[src/hw/rtl/md5de_pkg.sv]
// MD5 digest engine package: transaction types, round constants and
// per-round index functions. No dependencies.
package md5de_pkg;

	typedef struct packed {
		logic [7:0] data_byte;
		logic       carries_byte;
		logic       message_end;
	} md5de_in_t;

	typedef struct packed {
		logic [7:0] digest_byte;
		logic       digest_last;
	} md5de_out_t;

	typedef struct packed {
		logic [31:0] a;
		logic [31:0] b;
		logic [31:0] c;
		logic [31:0] d;
	} md5de_work_t;

	typedef enum logic [2:0] {
		ST_IDLE,
		ST_PAD,
		ST_ROUND,
		ST_FIN,
		ST_OUT
	} md5de_state_t;

	localparam logic [31:0] INIT_A = 32'h67452301;
	localparam logic [31:0] INIT_B = 32'hefcdab89;
	localparam logic [31:0] INIT_C = 32'h98badcfe;
	localparam logic [31:0] INIT_D = 32'h10325476;
	localparam logic [7:0]  PAD_MARK = 8'h80;
	localparam logic [5:0]  LAST_POS = 6'h3f;
	localparam logic [5:0]  LAST_RND = 6'h3f;
	localparam logic [3:0]  LAST_OUT = 4'hf;

	function automatic logic [31:0] round_k(input logic [5:0] r);
		logic [31:0] k;
		case (r)
			6'd0:  k = 32'hd76aa478; 6'd1:  k = 32'he8c7b756;
			6'd2:  k = 32'h242070db; 6'd3:  k = 32'hc1bdceee;
			6'd4:  k = 32'hf57c0faf; 6'd5:  k = 32'h4787c62a;
			6'd6:  k = 32'ha8304613; 6'd7:  k = 32'hfd469501;
			6'd8:  k = 32'h698098d8; 6'd9:  k = 32'h8b44f7af;
			6'd10: k = 32'hffff5bb1; 6'd11: k = 32'h895cd7be;
			6'd12: k = 32'h6b901122; 6'd13: k = 32'hfd987193;
			6'd14: k = 32'ha679438e; 6'd15: k = 32'h49b40821;
			6'd16: k = 32'hf61e2562; 6'd17: k = 32'hc040b340;
			6'd18: k = 32'h265e5a51; 6'd19: k = 32'he9b6c7aa;
			6'd20: k = 32'hd62f105d; 6'd21: k = 32'h02441453;
			6'd22: k = 32'hd8a1e681; 6'd23: k = 32'he7d3fbc8;
			6'd24: k = 32'h21e1cde6; 6'd25: k = 32'hc33707d6;
			6'd26: k = 32'hf4d50d87; 6'd27: k = 32'h455a14ed;
			6'd28: k = 32'ha9e3e905; 6'd29: k = 32'hfcefa3f8;
			6'd30: k = 32'h676f02d9; 6'd31: k = 32'h8d2a4c8a;
			6'd32: k = 32'hfffa3942; 6'd33: k = 32'h8771f681;
			6'd34: k = 32'h6d9d6122; 6'd35: k = 32'hfde5380c;
			6'd36: k = 32'ha4beea44; 6'd37: k = 32'h4bdecfa9;
			6'd38: k = 32'hf6bb4b60; 6'd39: k = 32'hbebfbc70;
			6'd40: k = 32'h289b7ec6; 6'd41: k = 32'heaa127fa;
			6'd42: k = 32'hd4ef3085; 6'd43: k = 32'h04881d05;
			6'd44: k = 32'hd9d4d039; 6'd45: k = 32'he6db99e5;
			6'd46: k = 32'h1fa27cf8; 6'd47: k = 32'hc4ac5665;
			6'd48: k = 32'hf4292244; 6'd49: k = 32'h432aff97;
			6'd50: k = 32'hab9423a7; 6'd51: k = 32'hfc93a039;
			6'd52: k = 32'h655b59c3; 6'd53: k = 32'h8f0ccc92;
			6'd54: k = 32'hffeff47d; 6'd55: k = 32'h85845dd1;
			6'd56: k = 32'h6fa87e4f; 6'd57: k = 32'hfe2ce6e0;
			6'd58: k = 32'ha3014314; 6'd59: k = 32'h4e0811a1;
			6'd60: k = 32'hf7537e82; 6'd61: k = 32'hbd3af235;
			6'd62: k = 32'h2ad7d2bb; 6'd63: k = 32'heb86d391;
			default: k = 32'h0;
		endcase
		return k;
	endfunction

	function automatic logic [4:0] round_s(input logic [5:0] r);
		logic [4:0] s;
		case ({r[5:4], r[1:0]})
			4'd0:  s = 5'd7;  4'd1:  s = 5'd12; 4'd2:  s = 5'd17; 4'd3:  s = 5'd22;
			4'd4:  s = 5'd5;  4'd5:  s = 5'd9;  4'd6:  s = 5'd14; 4'd7:  s = 5'd20;
			4'd8:  s = 5'd4;  4'd9:  s = 5'd11; 4'd10: s = 5'd16; 4'd11: s = 5'd23;
			4'd12: s = 5'd6;  4'd13: s = 5'd10; 4'd14: s = 5'd15; 4'd15: s = 5'd21;
			default: s = 5'd0;
		endcase
		return s;
	endfunction

	function automatic logic [3:0] round_g(input logic [5:0] r);
		logic [3:0] ri;
		logic [3:0] g;
		ri = r[3:0];
		case (r[5:4])
			2'd0: g = ri;
			2'd1: g = 4'(ri * 4'd5 + 4'd1);
			2'd2: g = 4'(ri * 4'd3 + 4'd5);
			2'd3: g = 4'(ri * 4'd7);
			default: g = ri;
		endcase
		return g;
	endfunction

endpackage

[src/hw/rtl/md5de_msgbuf.sv]
// MD5 digest engine block buffer: 16 little-endian words, byte writes.
// Depends on md5de_pkg.
module md5de_msgbuf import md5de_pkg::*; (
	input  logic        clk,
	input  logic        we,
	input  logic [5:0]  waddr,
	input  logic [7:0]  wdata,
	input  logic [3:0]  raddr,
	output logic [31:0] rdata
);

	logic [3:0][7:0] mem_q [16];

	always_ff @(posedge clk) begin
		if (we) begin
			mem_q[waddr[5:2]][waddr[1:0]] <= wdata;
		end
	end

	assign rdata = mem_q[raddr];

endmodule

[src/hw/rtl/md5de_round.sv]
// MD5 digest engine shared round unit: message-word index, pre-sum, round
// function, rotate and add. Depends on md5de_pkg.
module md5de_round import md5de_pkg::*; (
	input  md5de_work_t wk,
	input  logic [5:0]  rnd,
	input  logic [31:0] m_word,
	input  logic [31:0] pre,
	output logic [3:0]  g_idx,
	output logic [31:0] pre_nx,
	output logic [31:0] b_nx
);

	logic [31:0] f;
	logic [31:0] sum;
	logic [63:0] dbl;

	always_comb begin
		case (rnd[5:4])
			2'd0: f = wk.d ^ (wk.b & (wk.c ^ wk.d));
			2'd1: f = wk.c ^ (wk.d & (wk.b ^ wk.c));
			2'd2: f = wk.b ^ wk.c ^ wk.d;
			2'd3: f = wk.c ^ (wk.b | ~wk.d);
			default: f = 32'h0;
		endcase
	end

	assign g_idx  = round_g(rnd);
	assign pre_nx = wk.a + round_k(rnd) + m_word;
	assign sum    = pre + f;
	assign dbl    = {sum, sum} << round_s(rnd);
	assign b_nx   = wk.b + dbl[63:32];

endmodule

[src/hw/rtl/md5_digest_engine_top.sv]
// MD5 digest engine top level: sequencer, chaining words, bit count.
// Depends on md5de_pkg, md5de_msgbuf, md5de_round.
//
//  channel | direction | payload      | handshake
//  msg     | in        | md5de_in_t   | msg_valid / msg_stall
//  dig     | out       | md5de_out_t  | dig_valid / dig_stall
//
// Plain bytes go to the buffer; the 64th byte of a block starts compression in
// the one round unit (each round registers its pre-sum, then rotates and adds).
// A message end pads one byte per cycle to the block end (64 - position), then
// compresses; a second pad-and-compress pass follows when position >= 56.
// Sixteen digest transactions follow; dig_stall holds them, msg_stall is high
// whenever the engine is not idle. Reset needs no clearing pass.
module md5_digest_engine_top import md5de_pkg::*; (
	input  logic       clk,
	input  logic       arst_n,
	input  logic       msg_valid,
	output logic       msg_stall,
	input  md5de_in_t  msg,
	output logic       dig_valid,
	input  logic       dig_stall,
	output md5de_out_t dig
);

	md5de_state_t state_q, state_d;
	logic [5:0]   pos_q;
	logic [63:0]  cnt_q;
	logic [31:0]  chain_q [4];
	md5de_work_t  wk_q;
	logic [31:0]  pre_q;
	logic [5:0]   rnd_q;
	logic         ph_q;
	logic [5:0]   p_q;
	logic         mark_q, extra_q, final_q, end_q;
	logic [3:0]   k_q;

	logic         in_acc, out_acc;
	logic [5:0]   pos_nx;
	logic         buf_we;
	logic [5:0]   buf_waddr;
	logic [7:0]   buf_wdata;
	logic [7:0]   pad_byte;
	logic [3:0]   g_idx;
	logic [31:0]  m_word, pre_nx, b_nx;
	logic [31:0]  out_word;

	assign msg_stall = (state_q != ST_IDLE);
	assign in_acc    = msg_valid && !msg_stall;
	assign dig_valid = (state_q == ST_OUT);
	assign out_acc   = dig_valid && !dig_stall;
	assign pos_nx    = msg.carries_byte ? pos_q + 6'd1 : pos_q;

	always_comb begin
		if (mark_q) begin
			pad_byte = PAD_MARK;
		end else if (!extra_q && p_q[5:3] == 3'b111) begin
			pad_byte = cnt_q[{p_q[2:0], 3'b000} +: 8];
		end else begin
			pad_byte = 8'h00;
		end
	end

	assign buf_we    = (in_acc && msg.carries_byte) || (state_q == ST_PAD);
	assign buf_waddr = (state_q == ST_IDLE) ? pos_q : p_q;
	assign buf_wdata = (state_q == ST_IDLE) ? msg.data_byte : pad_byte;

	md5de_msgbuf u_buf (
		.clk   (clk),
		.we    (buf_we),
		.waddr (buf_waddr),
		.wdata (buf_wdata),
		.raddr (g_idx),
		.rdata (m_word)
	);

	md5de_round u_round (
		.wk     (wk_q),
		.rnd    (rnd_q),
		.m_word (m_word),
		.pre    (pre_q),
		.g_idx  (g_idx),
		.pre_nx (pre_nx),
		.b_nx   (b_nx)
	);

	assign out_word        = chain_q[k_q[3:2]];
	assign dig.digest_byte = out_word[{k_q[1:0], 3'b000} +: 8];
	assign dig.digest_last = (k_q == LAST_OUT);

	always_ff @(posedge clk or negedge arst_n) begin
		if (!arst_n) begin
			state_q <= ST_IDLE;
		end else begin
			state_q <= state_d;
		end
	end

	always_comb begin
		state_d = state_q;
		case (state_q)
			ST_IDLE: begin
				if (in_acc) begin
					if (msg.carries_byte && pos_q == LAST_POS) begin
						state_d = ST_ROUND;
					end else if (msg.message_end) begin
						state_d = ST_PAD;
					end
				end
			end
			ST_PAD: begin
				if (p_q == LAST_POS) begin
					state_d = ST_ROUND;
				end
			end
			ST_ROUND: begin
				if (ph_q && rnd_q == LAST_RND) begin
					state_d = ST_FIN;
				end
			end
			ST_FIN: begin
				if (final_q) begin
					state_d = ST_OUT;
				end else if (extra_q || end_q) begin
					state_d = ST_PAD;
				end else begin
					state_d = ST_IDLE;
				end
			end
			ST_OUT: begin
				if (out_acc && k_q == LAST_OUT) begin
					state_d = ST_IDLE;
				end
			end
			default: state_d = ST_IDLE;
		endcase
	end

	always_ff @(posedge clk or negedge arst_n) begin
		if (!arst_n) begin
			pos_q      <= '0;
			cnt_q      <= '0;
			chain_q[0] <= INIT_A;
			chain_q[1] <= INIT_B;
			chain_q[2] <= INIT_C;
			chain_q[3] <= INIT_D;
			rnd_q      <= '0;
			ph_q       <= 1'b0;
			p_q        <= '0;
			mark_q     <= 1'b0;
			extra_q    <= 1'b0;
			final_q    <= 1'b0;
			end_q      <= 1'b0;
			k_q        <= '0;
		end else begin
			case (state_q)
				ST_IDLE: begin
					if (in_acc) begin
						if (msg.carries_byte) begin
							pos_q <= pos_nx;
							cnt_q <= cnt_q + 64'd8;
						end
						end_q   <= msg.message_end;
						final_q <= 1'b0;
						extra_q <= (state_d == ST_PAD) && (pos_nx[5:3] == 3'b111);
						p_q     <= pos_nx;
						mark_q  <= 1'b1;
					end
				end
				ST_PAD: begin
					mark_q <= 1'b0;
					p_q    <= p_q + 6'd1;
					if (p_q == LAST_POS) begin
						final_q <= !extra_q;
					end
				end
				ST_ROUND: begin
					ph_q <= !ph_q;
					if (ph_q) begin
						rnd_q <= rnd_q + 6'd1;
					end
				end
				ST_FIN: begin
					chain_q[0] <= chain_q[0] + wk_q.a;
					chain_q[1] <= chain_q[1] + wk_q.b;
					chain_q[2] <= chain_q[2] + wk_q.c;
					chain_q[3] <= chain_q[3] + wk_q.d;
					k_q        <= '0;
					p_q        <= '0;
					if (!final_q) begin
						mark_q  <= !extra_q && end_q;
						end_q   <= 1'b0;
						extra_q <= 1'b0;
					end
				end
				ST_OUT: begin
					if (out_acc) begin
						k_q <= k_q + 4'd1;
						if (k_q == LAST_OUT) begin
							chain_q[0] <= INIT_A;
							chain_q[1] <= INIT_B;
							chain_q[2] <= INIT_C;
							chain_q[3] <= INIT_D;
							pos_q      <= '0;
							cnt_q      <= '0;
							final_q    <= 1'b0;
							end_q      <= 1'b0;
						end
					end
				end
				default: ;
			endcase
			if (state_d == ST_ROUND && state_q != ST_ROUND) begin
				rnd_q <= '0;
				ph_q  <= 1'b0;
			end
		end
	end

	always_ff @(posedge clk) begin
		if (state_d == ST_ROUND && state_q != ST_ROUND) begin
			wk_q.a <= chain_q[0];
			wk_q.b <= chain_q[1];
			wk_q.c <= chain_q[2];
			wk_q.d <= chain_q[3];
		end else if (state_q == ST_ROUND) begin
			if (!ph_q) begin
				pre_q <= pre_nx;
			end else begin
				wk_q.a <= wk_q.d;
				wk_q.b <= b_nx;
				wk_q.c <= wk_q.b;
				wk_q.d <= wk_q.c;
			end
		end
	end

	a_no_overlap: assert property (@(posedge clk) disable iff (!arst_n)
		dig_valid |-> msg_stall)
		else $error("input accepted while digest pending");

	a_last_ends: assert property (@(posedge clk) disable iff (!arst_n)
		dig_valid && !dig_stall && dig.digest_last |=> !dig_valid && !msg_stall)
		else $error("digest output did not end after last byte");

	a_round_end: assert property (@(posedge clk) disable iff (!arst_n)
		state_q == ST_ROUND && ph_q && rnd_q == LAST_RND |=> state_q == ST_FIN)
		else $error("compression did not finish after final round");

	a_pad_mark: assert property (@(posedge clk) disable iff (!arst_n)
		state_q == ST_PAD && mark_q |=> !mark_q)
		else $error("pad marker written more than once");

endmodule
[config.mk]
export PLATFORM = sky130hd
export DESIGN_NAME = md5_digest_engine_top
export DESIGN_NICKNAME = d
export VERILOG_FILES = /design/src/hw/rtl/md5de_pkg.sv /design/src/hw/rtl/md5de_msgbuf.sv /design/src/hw/rtl/md5de_round.sv /design/src/hw/rtl/md5_digest_engine_top.sv
export SDC_FILE = /design/constraint.sdc
export NUM_CORES = 2
export LEC_CHECK = 0
export BUFFER_PORTS_ARGS = -buffer_cell sky130_fd_sc_hd__buf_2
export CORE_ASPECT_RATIO = 1.5
export CORE_MARGIN = 2
export CORE_UTILIZATION = 45
export DETAILED_ROUTE_END_ITERATION = 16
export PLACE_DENSITY = 0.71
export SLEW_MARGIN = 20
export SYNTH_ARGS = -nofsm -noshare
export SYNTH_HDL_FRONTEND = slang
export SYNTH_HIERARCHICAL = 1
export SYNTH_SLANG_ARGS = --single-unit
[constraint.sdc]
create_clock -name clk -period 10.6 [get_ports clk]
set_input_delay 3.18 -clock clk [delete_from_list [all_inputs] [get_ports clk]]
set_output_delay 3.18 -clock clk [all_outputs]
set_load 0.005 [all_outputs]
==> flow_summary.json <==
{
  "status": "finished clean",
  "synth_edf_count": 672,
  "crit_path_start_kind": "flip-flop",
  "worstPathRequired_ns": 11.04,
  "fin_skew_ns": 0.0508,
  "synthToLayoutAreaGrowth_pct": 7.96,
  "r2r_slack_ns": 1.80,
  "max_freq_mhz": 114,
  "synthCells": 4954,
  "setup_viol": 0,
  "routed_wl_mm": 175,
  "first_pass_iters": 6,
  "crit_type": "reg2reg",
  "cp_top_family": "compound AO/OA/AOI/OAI gates",
  "post_cts_resize_count": 0,
  "hpwl_mm": 127,
  "cts_max_path_buffers": 3,
  "grt_pass1_wl_mm": 260,
  "first_global_vias": 41100,
  "layout_min_cycle_time_ns": 8.80,
  "rows": 157,
  "clk_latency_ns": 0.69,
  "netlist_area_sq_um": 55500,
  "cts_hold_buffers": 0,
  "timing.hold.ws_ns": 0.519,
  "drc": 0,
  "hold_viol_final": 0,
  "avgSynthCellArea_sq_um": 11.2,
  "ys_warn_count": 6,
  "reg2reg_depth": 31,
  "final_nets": 5198,
  "io_buffers": 24,
  "crit_buf_inv": 1,
  "r2r-end": "wk_q[94]",
  "relSlewSlack_pct": 18.3,
  "slowest_delay_ns": 0.61,
  "seq_area_frac_synth_pct": 46.4,
  "dieArea_sq_um": 126000,
  "ys_types": 103,
  "cp-end-kind": "flip-flop",
  "leakagePower_nw": 21.8,
  "io_pins": 25,
  "layout_common_cells": "672 x edfxtp_1, 413 x nand2_1, 387 x a21oi_1, 380 x nor2_1, 337 x o21ai_0",
  "grt_overflow_total": 0,
  "hold_end": "end_q",
  "die_y_um": 434,
  "maxSlewViolCount": 0,
  "drt-initial-drc-count": 3546,
  "start_util_pct": 45.4,
  "drive_gt1_share_pct": 14.2,
  "fin_tns_setup_ns": 0,
  "cts-root-buf": "clkbuf_16",
  "min_path_cells": 1,
  "path_max_fanout": 51,
  "fin_crit_sh_pct": 83.0,
  "cpMaxStageDelayCell": "buf_4",
  "gp_congestion": 1.10,
  "mostFrequentLayoutCell": "edfxtp_1",
  "vias": 41500,
  "synth_nets": 5275,
  "cts_buffers": 83,
  "ir_drop_mv": 0.255,
  "ant_nets": 0,
  "rsz0062_at_grt": "no",
  "ys_ff_latch": 891,
  "wl_per_cell_um": 26.8,
  "cts_tree": "yes",
  "power_density_nw_per_um2": 179,
  "path_clk_slew_ns": 0.07,
  "synthFlopType": "edfxtp_1",
  "cap_viol_max_count": 0,
  "arrival_ns": 9.24,
  "post_drt_via_cell_ratio": 6.36,
  "antenna_found_initial": 3,
  "grt_usage_pct": 27.4,
  "ys_async_sr_fraction_pct": 24.6,
  "max_slew.worst_pin.slew_ns": 1.22,
  "htreeDepth": 3,
  "clock-sinks": 891,
  "hp-start": "end_q",
  "die_x_um": 291,
  "post-cts-setup-buffer-count": 0,
  "crit_path_start": "rnd_q[4]",
  "core_area_sq_um": 122000,
  "r2r-start": "rnd_q[4]",
  "grt_start_max_net_pins": 95,
  "hold_path.class": "reg2reg"
}
## cells in the mapped netlist (9+ instances only)
library cell	count	share of area, %
nand2_1	414	2.8
o2111ai_1	9	0.14
a21o_1	110	1.5
nor2_1	383	2.6
o22a_1	9	0.14
and3_1	30	0.34
ha_1	264	6.0
mux2_2	149	3.0
o311ai_0	14	0.22
o211ai_1	32	0.43
o31ai_1	31	0.42
buf_4	13	0.18
a22oi_1	72	0.97
o221ai_1	19	0.30
o21bai_1	28	0.38
edfxtp_1	672	36
or2_2	16	0.18
o21ai_0	346	3.1
or3_1	39	0.44
dfstp_2	64	3.0
a21oi_1	389	3.5
nand3_1	83	0.75
mux4_2	191	7.8
clkbuf_1	165	1.1
nand4_1	43	0.48
nor2b_1	62	0.70
and2_1	24	0.27
a211o_1	13	0.21
dfrtp_1	155	7.0
o21a_1	43	0.58
a211oi_1	48	0.65
o21ai_1	16	0.14
and4_1	9	0.14
buf_2	27	0.24
fa_1	43	1.6
nand2b_1	35	0.39
xnor2_1	187	3.0
buf_1	49	0.33
xor2_1	107	1.7
mux2i_1	83	1.5
a22o_1	11	0.17
a31oi_1	68	0.77
nor3_1	76	0.69
o22ai_1	16	0.18
inv_1	129	0.87
## registers in the layout, indices dropped and copies added (netlist names), 3 cells and up
register,flops
state_q,3
pos_q,6
rnd_q,6
p_q,6
k_q,4
chain_q,128
u_buf/mem_q,512
wk_q,128
pre_q,32
cnt_q,61
## area by class of cell
cell class	instances	area, sq um
fillers	10900	62300
multi-input cells	3674	28400
flip-flops and latches	891	25800
clock buffers	114	2310
well taps	1590	1990
repair buffers	95	679
inverters	132	495
clock inverters	33	292
diodes	2	5.00
## how the worst max path moves through the flow
stage / end / cells after the start
after floorplan: wk_q[92] / 34
after global placement: wk_q[94] / 31
after detailed placement: wk_q[94] / 31
after CTS: wk_q[94] / 31
after global routing: wk_q[92] / 31
final: wk_q[94] / 31
## metal layers
layer	routed length (um)	GRT usage (%)
met5	0	0
met4	14700	20.8
met3	10900	3.66
met2	88500	48.2
met1	61000	30.2
## logic make-up (layout without fill, tap and decap cells)
group | count (synthesis) | after routing | share of synthesized area [%]
AO/OA/AOI/OAI | 1383 | 1383 | 15.7
AND/OR/NAND/NOR | 1261 | 1261 | 10.5
flip-flops | 891 | 891 | 46.4
multiplexers | 428 | 428 | 12.4
buffers and inverters | 389 | 374 | 2.80
adder cells (fa/ha/maj) | 307 | 307 | 7.50
XOR/XNOR | 295 | 295 | 4.67
other | 0 | 2 | 0
## through the flow
step                setup WS [ns]  total power [mW]  cell area, sq um  util [%]  instances
finish                       1.80              10.7             59900      49.0       6531
global route                 1.28              11.1             59900      49.0       6530
floorplan                    2.68              6.62             55500         -       4954
CTS                          1.91              10.7             59900      49.0       6529
detailed placement           1.94              7.73             57300      46.9       6382
global placement             1.91              7.65             57300      46.9       6382
## where the power goes
group | switching, mW | total [mW] | internal [mW]
Combinational | 2.00 | 3.20 | 1.21
Clock | 1.33 | 2.93 | 1.60
Sequential | 0.300 | 4.56 | 4.26
Total | 3.63 | 10.7 | 7.07
Power figures use the tool's default switching activity.
